## config.mk

```make
export PLATFORM = sky130hd
export DESIGN_NAME = servo_output_channel_unit
export DESIGN_NICKNAME = d
export VERILOG_FILES = /design/src/design/soc_pkg.sv /design/src/design/servo_output_channel_unit.sv /design/src/design/soc_shape.sv
export SDC_FILE = /design/constraint.sdc
export NUM_CORES = 1
export LEC_CHECK = 0
export BUFFER_PORTS_ARGS = -buffer_cell sky130_fd_sc_hd__buf_2
export CAP_MARGIN = 20
export CORE_ASPECT_RATIO = 1.2
export CORE_MARGIN = 2
export CORE_UTILIZATION = 40
export DETAILED_ROUTE_END_ITERATION = 8
export SLEW_MARGIN = 20
export SYNTH_ARGS = -nofsm -noshare
export SYNTH_HDL_FRONTEND = slang
export SYNTH_SLANG_ARGS = --single-unit
export TNS_END_PERCENT = 10
```

## constraint.sdc

```tcl
create_clock -name clock -period 37.8 [get_ports clock]
set_input_delay 5.67 -clock clock [delete_from_list [all_inputs] [get_ports clock]]
set_output_delay 5.67 -clock clock [all_outputs]
set_load 0.02 [all_outputs]
```

## src/design/soc_pkg.sv

```systemverilog
// Shared types and constants for the servo output channel.
package soc_pkg;

   localparam int unsigned FAILSAFE_TIMEOUT_MS_DEF = 1000;
   localparam int unsigned ELAPSED_W = 11;

   // configuration register indexes
   localparam logic [2:0] CSR_OUTPUT_MODE     = 3'd0;
   localparam logic [2:0] CSR_INVERSION       = 3'd1;
   localparam logic [2:0] CSR_NARROW_SHIFT    = 3'd2;
   localparam logic [2:0] CSR_FAILSAFE_MODE   = 3'd3;
   localparam logic [2:0] CSR_FAILSAFE_OFFSET = 3'd4;
   localparam logic [2:0] CSR_LIMIT_MIN       = 3'd5;
   localparam logic [2:0] CSR_LIMIT_CENTER    = 3'd6;
   localparam logic [2:0] CSR_LIMIT_MAX       = 3'd7;

   localparam logic [1:0] MODE_LEVEL = 2'd0;
   localparam logic [1:0] MODE_PULSE = 2'd1;
   localparam logic [1:0] MODE_DUTY  = 2'd2;

   localparam logic [1:0] FS_SET_POS   = 2'd0;
   localparam logic [1:0] FS_NO_PULSES = 2'd1;

   localparam logic [15:0] US_MID     = 16'd1500;
   localparam logic [15:0] US_FULL    = 16'd3000;
   localparam logic [15:0] US_LOW     = 16'd988;
   localparam logic [15:0] US_HIGH    = 16'd2012;
   localparam logic [15:0] DUTY_LOW   = 16'd1000;
   localparam logic [15:0] DUTY_HIGH  = 16'd2000;
   localparam logic [11:0] DUTY_SPAN  = 12'd1000;

   typedef enum logic [1:0] {
      KIND_LEVEL = 2'd0,
      KIND_PULSE = 2'd1,
      KIND_DUTY  = 2'd2
   } soc_kind_type;

   typedef struct packed {
      logic [1:0]  output_mode;
      logic [1:0]  inversion;
      logic        narrow_shift;
      logic [1:0]  failsafe_mode;
      logic [9:0]  failsafe_offset;
      logic [11:0] limit_min;
      logic [11:0] limit_center;
      logic [11:0] limit_max;
   } soc_cfg_type;

   // word after mapping, ready for the write/failsafe stage
   typedef struct packed {
      logic         tick;
      logic         present;
      logic         lost;
      logic         fs_act;
      logic [15:0]  val;
      soc_kind_type kind;
      logic [11:0]  out_value;
      logic         pol;
   } soc_cand_type;

endpackage

```

## src/design/servo_output_channel_unit.sv

```systemverilog
// Servo output channel: top level with handshakes, channel state and result register.
// The result register is loaded from the input register through the shaping logic
// (limit multiply) and the change-detect. Throughput: one word per cycle while rsp_tready
// does not stall the result register; only a changed value makes a result word.
// Reset: synchronous, active high; clears valid flags, channel state and loads
// the configuration defaults.
module servo_output_channel_unit #(
   parameter int unsigned FAILSAFE_TIMEOUT_MS = soc_pkg::FAILSAFE_TIMEOUT_MS_DEF
) (
   input  logic        clock,
   input  logic        reset,
   input  logic        req_tvalid,
   output logic        req_tready,
   input  logic [15:0] req_tdata,   // [11:0] pulse_us, [12] value_present, [13] link_lost
   input  logic        req_tuser,   // [0] opcode
   output logic        rsp_tvalid,
   input  logic        rsp_tready,
   output logic [15:0] rsp_tdata,   // [11:0] out_value, [12] polarity_inverted
   output logic [1:0]  rsp_tuser,   // [1:0] out_kind
   input  logic        csr_we,
   input  logic [2:0]  csr_addr,
   input  logic [11:0] csr_wdata
);

   localparam int unsigned EW = soc_pkg::ELAPSED_W;
   localparam logic [EW-1:0] ELAPSED_MAX = {EW{1'b1}};

   soc_pkg::soc_cfg_type  cfg_ff;
   soc_pkg::soc_cand_type cand;

   logic          s1_valid_ff;
   logic          s1_tick_ff;
   logic [11:0]   s1_us_ff;
   logic          s1_present_ff;
   logic          s1_lost_ff;
   logic          rsp_valid_ff;
   logic [11:0]   rsp_value_ff;
   logic          rsp_pol_ff;
   logic [1:0]    rsp_kind_ff;

   logic [15:0]   last_ff;
   logic [EW-1:0] elapsed_ff;
   logic          seen_ff;
   logic [EW-1:0] elapsed_in;
   logic          seen_in;
   logic          fire;
   logic          wr_req;
   logic          emit;
   logic          adv_o;

   assign adv_o      = !rsp_valid_ff || rsp_tready;
   assign req_tready = !s1_valid_ff || adv_o;

   always_ff @(posedge clock) begin
      if (reset) begin
         cfg_ff.output_mode     <= soc_pkg::MODE_PULSE;
         cfg_ff.inversion       <= 2'd0;
         cfg_ff.narrow_shift    <= 1'b0;
         cfg_ff.failsafe_mode   <= soc_pkg::FS_SET_POS;
         cfg_ff.failsafe_offset <= 10'd512;
         cfg_ff.limit_min       <= 12'd988;
         cfg_ff.limit_center    <= 12'd1500;
         cfg_ff.limit_max       <= 12'd2012;
      end else if (csr_we) begin
         unique case (csr_addr)
            soc_pkg::CSR_OUTPUT_MODE:     cfg_ff.output_mode     <= csr_wdata[1:0];
            soc_pkg::CSR_INVERSION:       cfg_ff.inversion       <= csr_wdata[1:0];
            soc_pkg::CSR_NARROW_SHIFT:    cfg_ff.narrow_shift    <= csr_wdata[0];
            soc_pkg::CSR_FAILSAFE_MODE:   cfg_ff.failsafe_mode   <= csr_wdata[1:0];
            soc_pkg::CSR_FAILSAFE_OFFSET: cfg_ff.failsafe_offset <= csr_wdata[9:0];
            soc_pkg::CSR_LIMIT_MIN:       cfg_ff.limit_min       <= csr_wdata;
            soc_pkg::CSR_LIMIT_CENTER:    cfg_ff.limit_center    <= csr_wdata;
            soc_pkg::CSR_LIMIT_MAX:       cfg_ff.limit_max       <= csr_wdata;
         endcase
      end
   end

   // input register
   always_ff @(posedge clock) begin
      if (reset) begin
         s1_valid_ff <= 1'b0;
      end else if (req_tready) begin
         s1_valid_ff <= req_tvalid;
      end
   end

   always_ff @(posedge clock) begin
      if (req_tready && req_tvalid) begin
         s1_tick_ff    <= req_tuser;
         s1_us_ff      <= req_tdata[11:0];
         s1_present_ff <= req_tdata[12];
         s1_lost_ff    <= req_tdata[13];
      end
   end

   soc_shape u_shape (
      .cfg      (cfg_ff),
      .tick     (s1_tick_ff),
      .pulse_us (s1_us_ff),
      .present  (s1_present_ff),
      .lost     (s1_lost_ff),
      .cand     (cand)
   );

   // channel state: failsafe timer and change detect
   always_comb begin
      elapsed_in = elapsed_ff;
      seen_in    = seen_ff;
      fire       = 1'b0;
      if (!cand.tick) begin
         elapsed_in = '0;
         seen_in    = 1'b1;
         wr_req     = cand.present;
      end else begin
         if (elapsed_ff != ELAPSED_MAX) begin
            elapsed_in = elapsed_ff + 1'b1;
         end
         fire = seen_ff && (cand.lost || (elapsed_in > EW'(FAILSAFE_TIMEOUT_MS)));
         if (fire) begin
            seen_in = 1'b0;
         end
         wr_req = fire && cand.fs_act;
      end
      emit = wr_req && (cand.val != last_ff);
   end

   always_ff @(posedge clock) begin
      if (reset) begin
         last_ff    <= 16'hFFFF;
         elapsed_ff <= '0;
         seen_ff    <= 1'b0;
      end else if (s1_valid_ff && adv_o) begin
         elapsed_ff <= elapsed_in;
         seen_ff    <= seen_in;
         if (emit) begin
            last_ff <= cand.val;
         end
      end
   end

   // result register
   always_ff @(posedge clock) begin
      if (reset) begin
         rsp_valid_ff <= 1'b0;
      end else if (adv_o) begin
         rsp_valid_ff <= s1_valid_ff && emit;
      end
   end

   always_ff @(posedge clock) begin
      if (adv_o && s1_valid_ff && emit) begin
         rsp_value_ff <= cand.out_value;
         rsp_pol_ff   <= cand.pol;
         rsp_kind_ff  <= cand.kind;
      end
   end

   assign rsp_tvalid = rsp_valid_ff;
   assign rsp_tdata  = {3'd0, rsp_pol_ff, rsp_value_ff};
   assign rsp_tuser  = rsp_kind_ff;

endmodule

```

## src/design/soc_shape.sv

```systemverilog
// Value shaping: inversion, limit mapping, failsafe position and result encoding.
module soc_shape (
   input  soc_pkg::soc_cfg_type  cfg,
   input  logic                  tick,
   input  logic [11:0]           pulse_us,
   input  logic                  present,
   input  logic                  lost,
   output soc_pkg::soc_cand_type cand
);

   logic [15:0]        inv_us;
   logic [10:0]        xc;
   logic               lower;
   logic [10:0]        dlt_w;
   logic [11:0]        base;
   logic [11:0]        top;
   logic signed [12:0] diff;
   logic signed [10:0] dlt_s;
   logic signed [23:0] prod;
   logic signed [23:0] prod_adj;
   logic signed [23:0] quo;
   logic [15:0]        mapped;
   logic [15:0]        val_word;
   logic [15:0]        fs_pos;
   logic [15:0]        v;
   logic               pol;
   logic [9:0]         duty;
   logic [11:0]        duty_out;

   always_comb begin
      inv_us = {4'd0, pulse_us};
      if (cfg.inversion[0]) begin
         inv_us = soc_pkg::US_FULL - {4'd0, pulse_us};
      end
   end

   // piecewise-linear limit mapping, one shared multiplier
   always_comb begin
      if (inv_us < soc_pkg::US_LOW) begin
         xc = soc_pkg::US_LOW[10:0];
      end else if (inv_us > soc_pkg::US_HIGH) begin
         xc = soc_pkg::US_HIGH[10:0];
      end else begin
         xc = inv_us[10:0];
      end
      lower = (xc <= soc_pkg::US_MID[10:0]);
      dlt_w = lower ? (xc - soc_pkg::US_LOW[10:0]) : (xc - soc_pkg::US_MID[10:0]);
      base  = lower ? cfg.limit_min : cfg.limit_center;
      top   = lower ? cfg.limit_center : cfg.limit_max;
      diff  = $signed({1'b0, top}) - $signed({1'b0, base});
      dlt_s = $signed({1'b0, dlt_w[9:0]});
      prod  = 24'(dlt_s) * 24'(diff);
      // divide by 512, truncating toward zero
      prod_adj = prod + (prod[23] ? 24'sd511 : 24'sd0);
      quo      = prod_adj >>> 9;
      mapped   = {4'd0, base} + quo[15:0];
   end

   always_comb begin
      if (cfg.output_mode == soc_pkg::MODE_LEVEL || cfg.output_mode == soc_pkg::MODE_DUTY) begin
         val_word = inv_us;
      end else begin
         val_word = mapped;
      end
      fs_pos = {6'd0, cfg.failsafe_offset} + soc_pkg::US_LOW;
      if (cfg.inversion[0]) begin
         fs_pos = soc_pkg::US_FULL - fs_pos;
      end
      if (!tick) begin
         v = val_word;
      end else if (cfg.failsafe_mode == soc_pkg::FS_SET_POS) begin
         v = fs_pos;
      end else begin
         v = 16'd0;
      end
   end

   // encoding of the word that would be emitted
   always_comb begin
      pol = cfg.inversion[1];
      if (v < soc_pkg::DUTY_LOW) begin
         duty = 10'd0;
      end else if (v > soc_pkg::DUTY_HIGH) begin
         duty = soc_pkg::DUTY_SPAN[9:0];
      end else begin
         duty = 10'(v - soc_pkg::DUTY_LOW);
      end
      duty_out = pol ? (soc_pkg::DUTY_SPAN - {2'd0, duty}) : {2'd0, duty};

      cand.tick    = tick;
      cand.present = present;
      cand.lost    = lost;
      cand.fs_act  = (cfg.failsafe_mode == soc_pkg::FS_SET_POS) ||
                     (cfg.failsafe_mode == soc_pkg::FS_NO_PULSES);
      cand.val     = v;
      unique case (cfg.output_mode)
         soc_pkg::MODE_LEVEL: begin
            cand.kind      = soc_pkg::KIND_LEVEL;
            cand.out_value = {11'd0, (v > soc_pkg::US_MID) ^ pol};
            cand.pol       = 1'b0;
         end
         soc_pkg::MODE_DUTY: begin
            cand.kind      = soc_pkg::KIND_DUTY;
            cand.out_value = duty_out;
            cand.pol       = 1'b0;
         end
         default: begin
            cand.kind      = soc_pkg::KIND_PULSE;
            cand.out_value = cfg.narrow_shift ? v[12:1] : v[11:0];
            cand.pol       = pol;
         end
      endcase
   end

endmodule

```

Word-level counts from Yosys, hierarchy flattened
Cells that the tools add are included.
{ "totals": {"register_bits": 113, "inputBits": 37, "output_inout_bits": 20, "elab_cells": 101} }
{ "classes": {"n_addsub": 11, "n_mul": 1, "order_cmp": 7, "eq_ne": 12, "muxes": 22, "bitwise": 1, "n_reduce_logical": 27} }
{ "ops": {"columns": ["cell", "n"], "rows": [
  ["16-bit two-way mux", 5],
  ["11-bit two-way mux", 5],
  ["16-bit by 11-bit greater-than comparator with 1-bit output (second input constant)", 3],
  ["12-bit two-way mux", 4],
  ["16-bit by 10-bit < comparator with 1-bit output (second input constant)", 2],
  ["10-bit two-way mux", 3],
  ["15-bit one-hot mux with 2 select lines", 1],
  ["24-bit by 10-bit adder with 24-bit output", 1],
  ["11-bit by 13-bit multiplier with 24-bit output", 1],
  ["2-bit AND reduction", 10],
  ["10-bit subtractor (second input constant)", 2],
  ["13-bit by 15-bit adder with 16-bit output", 1],
  ["16-bit != test", 1],
  ["12-bit by 16-bit subtractor with 16-bit output (first input constant)", 1],
  ["12-bit by 12-bit subtractor with 13-bit output", 1],
  ["12-bit by 12-bit subtractor with 13-bit output (first input constant)", 1],
  ["3-bit == test (second input constant)", 4],
  ["10-bit by 10-bit adder with 11-bit output (second input constant)", 1],
  ["11-bit by 1-bit adder with 11-bit output (second input constant)", 1],
  ["11-bit by 10-bit greater-than comparator with 1-bit output (second input constant)", 1],
  ["11-bit <= comparator (second input constant)", 1],
  ["11-bit != test (second input constant)", 1],
  ["10-bit by 10-bit subtractor with 11-bit output (first input constant)", 1],
  ["10-bit by 9-bit subtractor with 10-bit output (second input constant)", 1],
  ["13 further kinds", 28]
]} }

Longest topological paths before layout
{ "depth": {"ltp_word": 20, "ltp_mapped": 82, "depth_no_buf": 77} }

Cells and area by module
A second synthesis with hierarchy kept.
{ "unflattened": {"cells_unflattened": 1813, "hier_area_um2": 14575.2} }
{ "by_module_without_submodules": {"columns": ["module", "instances", "cells_per_inst", "area_each_um2", "seq_area_each_um2"], "rows": [
  ["soc_shape", 1, 1338, 9910.8, 0.0],
  ["servo_output_channel_unit", 1, 475, 4664.5, 2562.5]
]} }

Worst setup path after synthesis
Ideal clock, no wire load.
{ "synth_timing": {"path_kind": "register to register", "from": "reg s1_us_ff[0]", "to": "reg rsp_value_ff[6] (data pin)", "setup_time_ns": 0.266, "arrival_time_ns": 16.458, "t_required_ns": 37.534, "slack_ns": 21.076, "path_stages_with_launch": 77, "n_path_buf": 7, "synth_period_minus_slack_ns": 16.724, "path_cell_list": "edfxtp_1 buf_6 or3_4 a2111oi_2 a311oi_2 a2111oi_2 a2111oi_4 clkbuf_1 nand2_1 ha_1 nand2_1 nor3_1 o21a_1 o21ai_0 a21oi_1 clkbuf_1 mux2i_1 ha_1 [... 41 more ...] ha_1 o21a_1 o31a_1 a311o_1 a31o_2 a31oi_1 xnor2_1 and4_4 o31ai_4 and3_1 clkbuf_1 buf_2 nand3_1 ha_1 a41oi_1 a41o_1 o21a_1 o31ai_1"} }
{ "synth_rtl": {"columns": ["element", "line_no", "source"], "rows": [
  ["start: declaration", "servo_output_channel_unit.sv:33", "logic [11:0] s1_us_ff;"],
  ["start signal: assignment", "servo_output_channel_unit.sv:90", "s1_us_ff <= req_tdata[11:0];"],
  ["end signal: assignment", "servo_output_channel_unit.sv:152", "rsp_value_ff <= cand.out_value;"],
  ["end: declaration", "servo_output_channel_unit.sv:37", "logic [11:0] rsp_value_ff;"]
]} }

==> results.toml <==
[critical_path]
critPathMostFrequentCell = "inv_1"
r2r_start = "s1_us_ff[0]$_DFFE_PP_"
ff2ff_setup_slack_ns = 17.56
critPathKind = "register to register"
path_max_fanout = 24
cpPeakStageDelay_ns = 0.76
crit_slowest_cell = "nor2_1"
cp_data_required_time_ns = 37.97
reg2reg_depth = 74
end_kind = "register"
arrival_ns = 20.41
crit_path_start_kind = "register"
r2r-end = "rsp_value_ff[6]$_DFFE_PP_"

[routing]
ant_nets = 0
wl_um = 36640
post-route-drc-count = 0
routedWlPerCell_um = 16.65
via_count = 11891
first_pass_iters = 5
viasPerCell = 5.403
dr.first_iter.drc_count = 639

[sta]
min_period_ns = 20.24
slew_headroom_pct = 21.45
finalHoldViolations = 0
rsz0062_at_grt = "no"
setup_tns_ns = 0
tightest_slew_ns = 1.174
layout_setup_ws_ns = 17.56
drv_slew = 0
skew_ns = 0.01306
timing.final.crit_share_pct = 53.54
setup_viol = 0
maxClockFrequency_ghz = 0.04941

[synth]
yosysMostFrequentCell = "nand2_1"
yosys_warnings = 0
postSynthAreaPerCell_um2 = 8.185
synth_largest_area_cell = "fa_1"
synth_cells = 1710
synthTopCellsByArea = "fa_1 18%, dfxtp_1 12%, ha_1 8.0%"
synth_edf_count = 30
yosysSeqAreaShare_pct = 18.31
yosys.area.top_type_share_pct = 17.59
synthFlopType = "dfxtp_1"
ys_ff_latch = 113
async_flop_share_pct = 0
syn-cell-area_um2 = 14000
synth_common_cells = "236 x nand2_1, 227 x inv_1, 123 x fa_1, 123 x nor2_1, 93 x a21oi_1"
ys_types = 96

[clocking]
post_cts_buffers = 0
cts_tree = "done"
clkTransAtPathRegs_ns = 0.06
cts.path.max_buffers = 2
clkSinkCount = 113
numCtsBuffers = 17
cts_resized = 0
clockRootBuffer = "clkbuf_16"
hold_buffers = 0
h-tree-depth = 4
clock_latency_ns = 0.43

[hold_path]
worstHoldStart = "cfg_ff[11]$_SDFFE_PP0P_"
worst_hold_path_type = "register to register"
hold_depth = 2
min_to = "cfg_ff[11]$_SDFFE_PP0P_"

[outcome]
status = "complete, no violations"

[power]
ir_drop_mv = 0.06183
p_int_w = 0.0006871
fin_total_pwr_w = 0.001478
power.switching_w = 0.0007906
power.density_nw_per_um2 = 96.85
pwr-share-clk_pct = 10.8
sw_frac_of_total_pct = 53.50
p_leak_nw = 6.628
pwr-share-comb_pct = 79.6
p_seq_share_pct = 9.6

[die]
core_area_um2 = 34720
die_x_um = 174.8
io-pin-count = 57
die_h_um = 208.9
dieArea_um2 = 36510
core.rowCount = 75
start_util_pct = 40.31

[placed_design]
portBuffers = 51
place.gp.congestion = 0.8685
postPlaceCellArea_um2 = 14670
hpwl_um = 29480
place_ws_ns = 17.64
dp.cells = 2169

[layout]
final_area_um2 = 15260
drive_gt1_share_pct = 8.798
area_delta_synth_final_pct = 9.001
register_area_um2 = 2562
multi_input_area_um2 = 10300
fin_cells = 2201
antenna_cells = 0
nets = 1975
nFillCells = 3514

[global_route]
antenna_found_initial = 0
grt_first_pass_wirelength_um = 60210
grt_use_total_pct = 20.50
grt_max_degree = 46
grt.overflow.total = 0
grt_pass1_vias = 11781

[flow_run]
maxCapViolations = 0
[layout by cell type (no fill, tap or decap), types with 9 or more instances in the layout]
cell	instances
a211oi_1	15
o211ai_1	18
nand2b_1	18
nand4_1	10
nor2_1	121
clkbuf_16	17
o21a_1	12
mux2i_1	55
nor2b_1	27
ha_1	89
xnor2_1	63
nor3_1	26
nand2_1	236
mux2_2	20
nand3_1	35
and2_1	27
o21bai_1	13
inv_1	227
nor3b_1	9
buf_4	17
a21oi_1	92
nor4_1	9
buf_2	51
a31oi_1	10
o21ai_0	54
fa_1	123
dfxtp_1	83
xor2_1	33
and3_1	12
edfxtp_1	30
a21o_1	16
o22ai_1	12
[routing by layer]
layer	share of wire, %	vias to the layer above	routed length [um]	track usage, %
li1	-	5814	-	-
met1	41	5772	14870	23.63
met2	53	229	19290	37.99
met3	2.8	76	1040	2.202
met4	3.9	0	1447	9.109
met5	0	-	0	0
[per-stage QoR]
step | hold WS [ns] | utilization [%]
5_1_grt | 0.4870 | 43.94
3_5_place_dp | 0.4526 | 42.24
2_1_floorplan | 0.4338 | -
4_1_cts | 0.4640 | 43.92
3_3_place_gp | 0.4434 | 42.24
6_report | 0.4586 | 43.94
[logic make-up (layout without fill, tap and decap cells)]
group / Yosys count / in the layout / share of synthesized area (%)
compound gates: 338 / 338 / 16.88
xor+xnor: 97 / 97 / 6.070
fa+ha+maj: 212 / 212 / 25.55
buf+inv: 300 / 327 / 8.295
flops: 113 / 113 / 18.31
mux: 76 / 76 / 5.623
other cells: 1 / 3 / 0.02679
simple gates: 573 / 573 / 19.25
[worst max-delay path by stage]
stage               slack (ns)                  start                        end
floorplan                21.08  s1_us_ff[0]$_DFFE_PP_  rsp_value_ff[6]$_DFFE_PP_
global placement         17.88  s1_us_ff[0]$_DFFE_PP_  rsp_value_ff[6]$_DFFE_PP_
detailed placement       17.64  s1_us_ff[0]$_DFFE_PP_  rsp_value_ff[6]$_DFFE_PP_
CTS                      17.57  s1_us_ff[0]$_DFFE_PP_  rsp_value_ff[6]$_DFFE_PP_
global route             16.01  s1_us_ff[0]$_DFFE_PP_  rsp_value_ff[6]$_DFFE_PP_
finish                   17.56  s1_us_ff[0]$_DFFE_PP_  rsp_value_ff[6]$_DFFE_PP_
[area by class of cell]
cell class | instances | area share (%)
Tap cell | 462 | 3.789
Timing Repair Buffer | 68 | 2.509
Inverter | 227 | 5.585
Sequential cell | 113 | 16.80
Clock buffer | 18 | 2.878
Multi-Input combinational cell | 1299 | 67.49
Clock inverter | 14 | 0.9513
[power by group through the flow]
stage               Clock [W]  Sequential (W)  Combinational, W
global placement            0        0.000144           0.00114
finish               0.000160        0.000141           0.00118
detailed placement          0        0.000144           0.00116
global route         0.000168        0.000142           0.00131
CTS                  0.000163        0.000141           0.00117
floorplan                   0        0.000144          0.000926
[registers in the layout (all words and copies together) (netlist names)]
| signal | flops |
|---|---|
| rsp_tuser | 2 |
| elapsed_ff | 11 |
| s1_present_ff | 1 |
| s1_valid_ff | 1 |
| rsp_value_ff | 12 |
| seen_ff | 1 |
| rsp_pol_ff | 1 |
| s1_us_ff | 12 |
| s1_tick_ff | 1 |
| rsp_tvalid | 1 |
| last_ff | 16 |
| cfg_ff | 53 |
| s1_lost_ff | 1 |
[critical path: cells and delay by family, from the launching register on]
family                     cells  cell delay (ns)
AOI/OAI and AO/OA             32             8.01
xor gates and xnor gates       3             0.93
adders and majority gates     12             4.72
buffers and inverters         10             1.34
DFF                            1             0.60
muxes                          2             0.72
and+or+nand+nor               15             3.59
No activity file was read; power rests on OpenSTA's default activity.
